### src/hw/rtl/vn_pkg.sv
// Shared constants and helpers for the vector normalize block.
package vn_pkg;

    // Default parameter values
    localparam int COMPONENT_BITS_DEF = 16;
    localparam int FRACTION_BITS_DEF  = 14;

    // Fixed output field widths
    localparam int UNIT_W = 16;
    localparam int LEN_W  = 16;
    localparam int OUT_W  = 3 * UNIT_W + LEN_W;

    // Signed unit component from a quotient magnitude, masked to the field
    function automatic logic [UNIT_W-1:0] to_unit(input logic [31:0] quo, input logic neg);
        logic [31:0] v;
        v = neg ? (32'd0 - quo) : quo;
        return v[UNIT_W-1:0];
    endfunction

endpackage

### src/hw/rtl/vn_sqrt_cell.sv
// One digit cell of the pipelined integer square root chain.
module vn_sqrt_cell #(
    parameter int CB     = vn_pkg::COMPONENT_BITS_DEF,
    parameter int SIDE_W = 1
) (
    input  logic                i_clk,
    input  logic                i_en,
    input  logic [2*CB-1:0]     i_rad,
    input  logic [CB+1:0]       i_rem,
    input  logic [CB-1:0]       i_root,
    input  logic [SIDE_W-1:0]   i_side,
    output logic [2*CB-1:0]     o_rad,
    output logic [CB+1:0]       o_rem,
    output logic [CB-1:0]       o_root,
    output logic [SIDE_W-1:0]   o_side
);
    import vn_pkg::*;

    logic [CB+3:0] w_trem;
    logic [CB+3:0] w_trial;
    logic          w_ge;
    logic [CB+3:0] w_diff;

    // Bring down two radicand bits and try root*4+1
    assign w_trem  = {i_rem, i_rad[2*CB-1 -: 2]};
    assign w_trial = {2'b00, i_root, 2'b01};
    assign w_ge    = (w_trem >= w_trial);
    assign w_diff  = w_ge ? (w_trem - w_trial) : w_trem;

    always_ff @(posedge i_clk) begin
        if (i_en) begin
            o_rad  <= {i_rad[2*CB-3:0], 2'b00};
            o_rem  <= w_diff[CB+1:0];
            o_root <= {i_root[CB-2:0], w_ge};
            o_side <= i_side;
        end
    end

endmodule

### config.mk
export PLATFORM = sky130hd
export DESIGN_NAME = vn_sqrt_cell
export DESIGN_NICKNAME = d
export VERILOG_FILES = /design/src/hw/rtl/vn_pkg.sv /design/src/hw/rtl/vn_sqrt_cell.sv
export SDC_FILE = /design/constraint.sdc
export NUM_CORES = 1
export LEC_CHECK = 0
export BUFFER_PORTS_ARGS = -buffer_cell sky130_fd_sc_hd__buf_4
export CORE_MARGIN = 2
export CORE_UTILIZATION = 28
export DETAILED_ROUTE_END_ITERATION = 6
export GPL_ROUTABILITY_DRIVEN = 0
export GPL_TIMING_DRIVEN = 0
export SKIP_CTS_REPAIR_TIMING = 1
export SLEW_MARGIN = 5
export SYNTH_ARGS = -nofsm -noshare
export SYNTH_HDL_FRONTEND = slang
export SYNTH_SLANG_ARGS = --single-unit
export TNS_END_PERCENT = 30
### constraint.sdc
create_clock -name i_clk -period 3 [get_ports i_clk]
set_clock_uncertainty 0.2 [all_clocks]
set_input_delay 0.6 -clock i_clk [delete_from_list [all_inputs] [get_ports i_clk]]
set_output_delay 0.6 -clock i_clk [all_outputs]
set_load 0.005 [all_outputs]
==> summary.txt <==
Global routing
  • Initial antenna violation count: 0
  • Total grt overflow: 0
  • First-pass GRT wire length: 11100 µm
  • Total track usage: 12.3%
  • Vias in the first global route: 2325
  • Largest net degree at the start of global routing: 66

Yosys
  • FF+latch count, synth: 65
  • Post-synth EDFFs: 65
  • Post-synth top area cell: edfxtp_1
  • Synth Cell Area: 3170 µm²
  • Synth top area cells: edfxtp_1 (62%), ha_1 (7.1%), mux2_2 (4.6%)
  • Sequential-to-total area share from yosys stat: 61.6%
  • Post-synth top flop: edfxtp_1
  • Share of the synthesized area in the top cell type: 61.6%
  • Ys Warns: 0
  • Avg Cell Area, Syn: 13.7 µm²
  • Library cells used by synthesis: 43
  • Async S/R FF share, synth: 0%
  • Cells after synthesis: 231

Floorplan
  • Initial Util: 29.0%
  • Die area: 12200 µm²
  • Core area: 10900 µm²
  • Row count: 38
  • Die width: 110 µm
  • Boundary pin count: 136
  • Die Y: 110 µm

STA
  • Pins Over Slew Limit: 0
  • F_max: 350 MHz
  • Final setup TNS: 0 ns
  • Min Tclk post-route: 2.86 ns
  • Period utilization: 95.3%
  • Endpoints failing setup: 0
  • Hold Fails Final Rpt: 0
  • RSZ-0062 raised after global routing: false
  • Slew headroom: 44.9%
  • Worst-Margin Slew: 0.827 ns

Flow run
  • Max Cap Viol: 0

Power and ir drop
  • Peak VDD IR: 0.238 mV
  • Pleak: 2.00 nW
  • Total Power: 2.67 mW
  • Pwr/cell area: 575 nW/µm²

Route
  • Routed via count: 2322
  • Drt pass-1 iters: 4
  • Wire length per cell: 14.0 µm
  • Routed Antenna Nets: 0
  • Final WL: 7320 µm
  • DR iter-0 viols: 101
  • DRC: 0
  • Vias per inst: 4.46

Clock network
  • Clock sinks: 65
  • Clk pin slew, worst setup/hold paths: 0.05 ns
  • CTS buffer count: 9
  • CTS Root Cell: clkbuf_16
  • CTS tree: yes
  • H-Tree Depth: 3
  • Clock Path Buffers: 2

Critical path
  • Critical path type: in2reg
  • Crit path arrival time: 2.74 ns
  • Startpoint types: primary input
  • WP data required: 2.88 ns
  • Crit-path max FO: 10
  • Nature of the critical path endpoint: flop

Layout
  • FILL cells: 1071
  • Most frequent cells in the layout: buf_4 (135), edfxtp_1 (65), inv_1 (20)
  • Syn-to-layout area delta: 46.2%
  • Layout cells sized above 1: 44.6%
  • Final cell count without fillers: 521
  • Post-layout nets: 463
  • Final core utilization: 42.4%
  • Inserted Diodes: 0
  • Most common cell after layout, fill and taps aside: buf_4

Hold path
  • Worst Hold End: o_rad[3]
  • Hold path depth: 1
  • HP Class: in2reg
  • Min-delay src: i_rad[1]

Place
  • Cells after DPL: 505
  • Post-DP HPWL: 5410 µm
  • IO buf count: 133

Run status
  • Outcome: completed
## report_power, final
part | internal, mW | switching, mW
sequential | 1.11 | 0.0245
clock | 0.637 | 0.380
combinational | 0.286 | 0.224
total | 2.04 | 0.629
## cell families after synthesis
| group | synth area share [%] |
|---|---|
| muxes | 6.28 |
| buffers and inverters | 3.63 |
| DFF | 61.6 |
| adders and majority gates | 7.11 |
| xor gates and xnor gates | 3.87 |
| and+or+nand+nor | 7.07 |
| AOI/OAI and AO/OA | 10.3 |
| other | 0.118 |
## through the flow
step / area [µm²] / hold WS (ns) / worst slack, ns
global route: 4630 / 0.226 / 0.00175
detailed placement: 4350 / 0.580 / -0.204
CTS: 4630 / 0.228 / 0.145
floorplan: 3170 / 0.499 / 0.226
global placement: 4350 / 0.578 / -0.203
finish: 4630 / 0.244 / 0.142
## worst max path at each step
| stage | endpoint | depth (start not counted) | start |
|---|---|---|---|
| 4_1_cts | o_rem[11] | 9 | i_root[13] |
| 6_report | o_rem[14] | 6 | i_rem[15] |
| 5_1_grt | o_rem[11] | 8 | i_rem[13] |
| 3_5_place_dp | o_rem[11] | 9 | i_root[13] |
| 2_1_floorplan | o_rem[10] | 11 | i_root[7] |
| 3_3_place_gp | o_rem[11] | 8 | i_rem[13] |
## critical path: stages
cell and delay [ns]:
buf_4 0.11, ha_1 0.36, a2111oi_1 0.76, o211ai_4 0.32, buf_6 0.26, mux2_1 0.31
## metal layers
layer  global-route usage, %  vias up  share of wire [%]
met3                    4.12       11                9.2
li1                        -     1150                  -
met2                    19.4       99                 46
met1                    14.9     1062                 43
met5                       0        -                  0
met4                    6.25        0                2.0
## area by class of cell
cell class	count	area, µm²	share of cell area [%]
timing repair buffer	133	998	21.6
buffer	6	40.0	0.864
clock buffer	10	229	4.94
multi-input combinational	141	1100	23.8
sequential	65	1950	42.1
tap	140	175	3.78
inverter	20	75.1	1.62
clock inverter	6	58.8	1.27
## Yosys cell counts (all sizes together), types with 4 or more instances
| cell | count |
|---|---|
| edfxtp | 65 |
| inv | 20 |
| ha | 18 |
| a21oi | 15 |
| mux2 | 15 |
| nand2 | 12 |
| nor2 | 11 |
| xnor2 | 10 |
| nor3 | 6 |
| o21a | 6 |
| o21ai | 6 |
| buf | 5 |
| nand3 | 5 |
| xor2 | 4 |
## registers in the layout, summed over array words and instances, names as in the netlist
signal,count
o_root,16
o_rem,18
o_rad,30
o_side,1
Note: power is estimated with default switching activity, not from simulation.
