<file path="config.mk">
export PLATFORM = sky130hd
export DESIGN_NAME = vn_div_cell
export DESIGN_NICKNAME = d
export VERILOG_FILES = /design/src/hw/rtl/vn_pkg.sv /design/src/hw/rtl/vn_div_cell.sv
export SDC_FILE = /design/constraint.sdc
export NUM_CORES = 1
export LEC_CHECK = 0
export ABC_CLOCK_PERIOD_IN_PS = 2650
export BUFFER_PORTS_ARGS = -buffer_cell sky130_fd_sc_hd__buf_2
export CAP_MARGIN = 10
export CELL_PAD_IN_SITES_DETAIL_PLACEMENT = 0
export CELL_PAD_IN_SITES_GLOBAL_PLACEMENT = 1
export CORE_ASPECT_RATIO = 1.2
export CORE_MARGIN = 10
export CORE_UTILIZATION = 38
export DETAILED_ROUTE_END_ITERATION = 6
export PLACE_DENSITY_LB_ADDON = 0.05
export SLEW_MARGIN = 20
export SYNTH_ARGS = -nofsm -noshare
export SYNTH_HDL_FRONTEND = slang
export SYNTH_SLANG_ARGS = --single-unit
</file>
<file path="constraint.sdc">
create_clock -name i_clk -period 2.65 [get_ports i_clk]
set_input_delay 0.265 -clock i_clk [delete_from_list [all_inputs] [get_ports i_clk]]
set_output_delay 0.265 -clock i_clk [all_outputs]
set_load 0.02 [all_outputs]
</file>
<file path="src/hw/rtl/vn_pkg.sv">
// Shared constants and helpers for the vector normalize block.
package vn_pkg;

    // Default parameter values
    localparam int COMPONENT_BITS_DEF = 16;
    localparam int FRACTION_BITS_DEF  = 14;

    // Fixed output field widths
    localparam int UNIT_W = 16;
    localparam int LEN_W  = 16;
    localparam int OUT_W  = 3 * UNIT_W + LEN_W;

    // Signed unit component from a quotient magnitude, masked to the field
    function automatic logic [UNIT_W-1:0] to_unit(input logic [31:0] quo, input logic neg);
        logic [31:0] v;
        v = neg ? (32'd0 - quo) : quo;
        return v[UNIT_W-1:0];
    endfunction

endpackage

</file>
<file path="src/hw/rtl/vn_div_cell.sv">
// One quotient bit cell of the pipelined restoring divider chain.
module vn_div_cell #(
    parameter int CB    = vn_pkg::COMPONENT_BITS_DEF,
    parameter int QW    = vn_pkg::FRACTION_BITS_DEF + 1,
    parameter bit SHIFT = 1'b1
) (
    input  logic            i_clk,
    input  logic            i_en,
    input  logic [CB-1:0]   i_len,
    input  logic [CB-1:0]   i_rem,
    input  logic [QW-1:0]   i_quo,
    input  logic [1:0]      i_side,
    output logic [CB-1:0]   o_len,
    output logic [CB-1:0]   o_rem,
    output logic [QW-1:0]   o_quo,
    output logic [1:0]      o_side
);
    import vn_pkg::*;

    logic [CB:0] w_t;
    logic [CB:0] w_d;
    logic        w_ge;
    logic [CB:0] w_r;

    // Shift partial remainder (except in the first cell) and subtract if it fits
    assign w_t  = SHIFT ? {i_rem, 1'b0} : {1'b0, i_rem};
    assign w_d  = {1'b0, i_len};
    assign w_ge = (w_t >= w_d);
    assign w_r  = w_ge ? (w_t - w_d) : w_t;

    always_ff @(posedge i_clk) begin
        if (i_en) begin
            o_len  <= i_len;
            o_rem  <= w_r[CB-1:0];
            o_quo  <= {i_quo[QW-2:0], w_ge};
            o_side <= i_side;
        end
    end

endmodule

</file>
==> impl_metrics.tcl <==
set metrics [dict create \
    status "finished, final reports clean" \
    relSlewSlack_pct 61.5 \
    synth_flop_cell "edfxtp_1" \
    track_usage_pct 11.2 \
    wire_per_inst_microns 15.3 \
    syn_nets 268 \
    cts_tree "done" \
    cts_root_buf "clkbuf_8" \
    power_frac_clock_pct 25.8 \
    grt_pass1_wl_microns 9330 \
    final_util_pct 51.2 \
    synth_edf_count 49 \
    nFillCells 618 \
    period_share_pct 85.8 \
    clock-sinks 49 \
    n_antenna_cell 0 \
    overflow 0 \
    worst_slew_pin_slew_ns 0.578 \
    cts_buffer_depth 2 \
    ir_worst_vdd_mv 0.245 \
    combPwrFrac_pct 27.0 \
    multiInputGateArea_sq_um 995 \
    htree_num_levels 2 \
    ant_nets 0 \
    endpoint_kind "flip-flop" \
    antenna_found_initial 0 \
    crit_required_ns 2.70 \
    grt_max_degree 27 \
    vias 1937 \
    power.internal_uw 1470 \
    setup_viol 0 \
    pwr_density_cell_mw_per_mm2 613 \
    fin_cells 400 \
    synth-async-reset-ratio_pct 0 \
    numCtsBuffers 5 \
    criticalPathCategory "in -> reg" \
    grt_pass1_vias 1985 \
    critPathMaxFanout 7 \
    cts_hold_buffers 0 \
    final_nets 382 \
    path_clk_slew_ns 0.09 \
    initial_core_util_pct 39.4 \
    leakagePower_uw 0.00150 \
    vias_per_cell 4.84 \
    fmax_mhz 440 \
    syn_area_per_cell_sq_um 12.9 \
    core_area_sq_mm 0.00653 \
    ys_seq_area_share_pct 57.2 \
    start_kind "input port" \
    final.setup.tns_ns 0 \
    hold_viol 0 \
    die-area_sq_mm 0.0105 \
    place_inst 392 \
    place_area_sq_mm 0.00323 \
    power.share.sequential_pct 47.1 \
    syn2layout_area_growth_pct 30.0 \
    netlist_area_sq_mm 0.00257 \
    yosysUniqueCellTypes 41 \
    synthCells 200 \
    maxCapViolations 0 \
    fin_area_sq_mm 0.00334 \
    switching_share_pct 28.3 \
    wl_microns 6110 \
    yosysWarnings 0 \
    hold_depth 1 \
    cts_resized 0 \
    globalplace.congestion 0.804 \
    die_y_microns 110 \
    drtIter0Drc 77 \
    min_path_type "in -> reg" \
    hp-start "i_quo[9]" \
    pin_count 100 \
    finalCriticalPeriod_ns 2.27 \
    hold-worst-slack_ns 0.138 \
    dp_hpwl_microns 4970 \
    ys_ff_latch 49 \
    maxSlewViolCount 0 \
    regArea_sq_mm 0.00147 \
    io_buffers 98 \
    drt_pass1_iterations 4 \
    die_w_microns 95.1 \
    rsz0062_at_grt "no" \
    route.detailed.drc 0 \
    fp-row-count 32 \
    post-cts-setup-buffers 0 \
    final_layout_size_suffix_gt1_share_pct 43.2 \
    min_to "o_quo[10]$_DFFE_PP_" \
    critPathArrivalTime_ns 2.33 \
    p_sw_uw 581 \
]
critical path, stage by stage:
cell	delay (ns)
buf_2	0.08
inv_1	0.03
ha_1	0.30
ha_1	0.19
nand4_1	0.10
nor4_1	0.06
or4_4	0.48
o31a_1	0.32
buf_4	0.19
mux2_4	0.30
layer usage:
metal | global-route usage [%] | part of all wire, % | vias to the layer above
met1 | 12.6 | 42 | 892
met4 | 3.21 | 0.79 | 0
met3 | 4.40 | 9.5 | 5
met2 | 19.3 | 48 | 69
li1 | - | - | 971
met5 | 0 | 0 | -
registers in the layout (all words and copies together) (netlist names):
signal,flops
o_rem,16
o_len,16
o_quo,15
o_side,2
power groups by stage:
stage | sequential [uW] | combinational, uW | clock (uW)
final | 967 | 554 | 530
after global routing | 976 | 611 | 578
after CTS | 968 | 563 | 557
after detailed placement | 986 | 561 | 0
after global placement | 985 | 554 | 0
after floorplan | 1100 | 253 | 0
cell families after synthesis:
family	count (synthesis)	share of synthesized area, %
flip-flops	49	57.2
buffers and inverters	22	4.13
XOR/XNOR	10	3.40
AND/OR/NAND/NOR	47	9.68
multiplexers	14	7.10
AO/OA/AOI/OAI	41	9.92
adder cells (fa/ha/maj)	17	8.56
through the flow:
step                      total power, uW  worst slack (ns)
after global routing                 2170             0.221
after detailed placement             1550            0.0342
final                                2050             0.376
after floorplan                      1350             0.178
after CTS                            2090             0.361
after global placement               1540            0.0459
cells in the mapped netlist, types with 2 or more instances:
master / instances / area (sq um)
ha_1: 16 / 200
mux2_2: 6 / 67.6
xnor2_1: 5 / 43.8
nor3_1: 2 / 10.0
nand2b_1: 4 / 25.0
mux2_4: 7 / 105
nand2_1: 10 / 37.5
o31a_1: 2 / 17.5
o21ai_0: 11 / 55.1
nor2_1: 13 / 48.8
a211oi_1: 3 / 22.5
o21a_1: 2 / 15.0
nor2b_1: 3 / 18.8
a21oi_1: 13 / 65.1
o41ai_1: 2 / 17.5
xor2_1: 5 / 43.8
inv_1: 20 / 75.1
edfxtp_1: 49 / 1470
nand3_1: 5 / 25.0
layout by cell type (no fill, tap or decap), drive strengths merged, types with 2 or more instances in the layout:
cell / instances
buf: 109
edfxtp: 49
inv: 20
ha: 16
a21oi: 13
nor2: 13
mux2: 13
o21ai: 11
nand2: 11
nand3: 5
xor2: 5
xnor2: 5
clkbuf: 5
nand2b: 4
nor2b: 3
a211oi: 3
nor3: 2
o31a: 2
o21a: 2
o41ai: 2
nand4: 2
or4: 2
worst max-delay path by stage:
stage / from / to / cells past startpoint
2_1_floorplan: i_len[1] / o_rem[10]$_DFFE_PP_ / 10
3_5_place_dp: i_len[1] / o_rem[12]$_DFFE_PP_ / 10
5_1_grt: i_len[2] / o_rem[11]$_DFFE_PP_ / 10
4_1_cts: i_len[1] / o_rem[7]$_DFFE_PP_ / 10
3_3_place_gp: i_len[1] / o_rem[7]$_DFFE_PP_ / 10
6_report: i_len[1] / o_rem[7]$_DFFE_PP_ / 10
layout make-up:
class / instances / area share [%]
sequential: 49 / 44.0
multi-input combinational: 129 / 29.8
timing repair buffer: 109 / 17.5
tap: 85 / 3.18
inverter: 20 / 2.25
clock buffer: 5 / 2.06
clock inverter: 3 / 1.24
(Power assumes the default switching activity.)
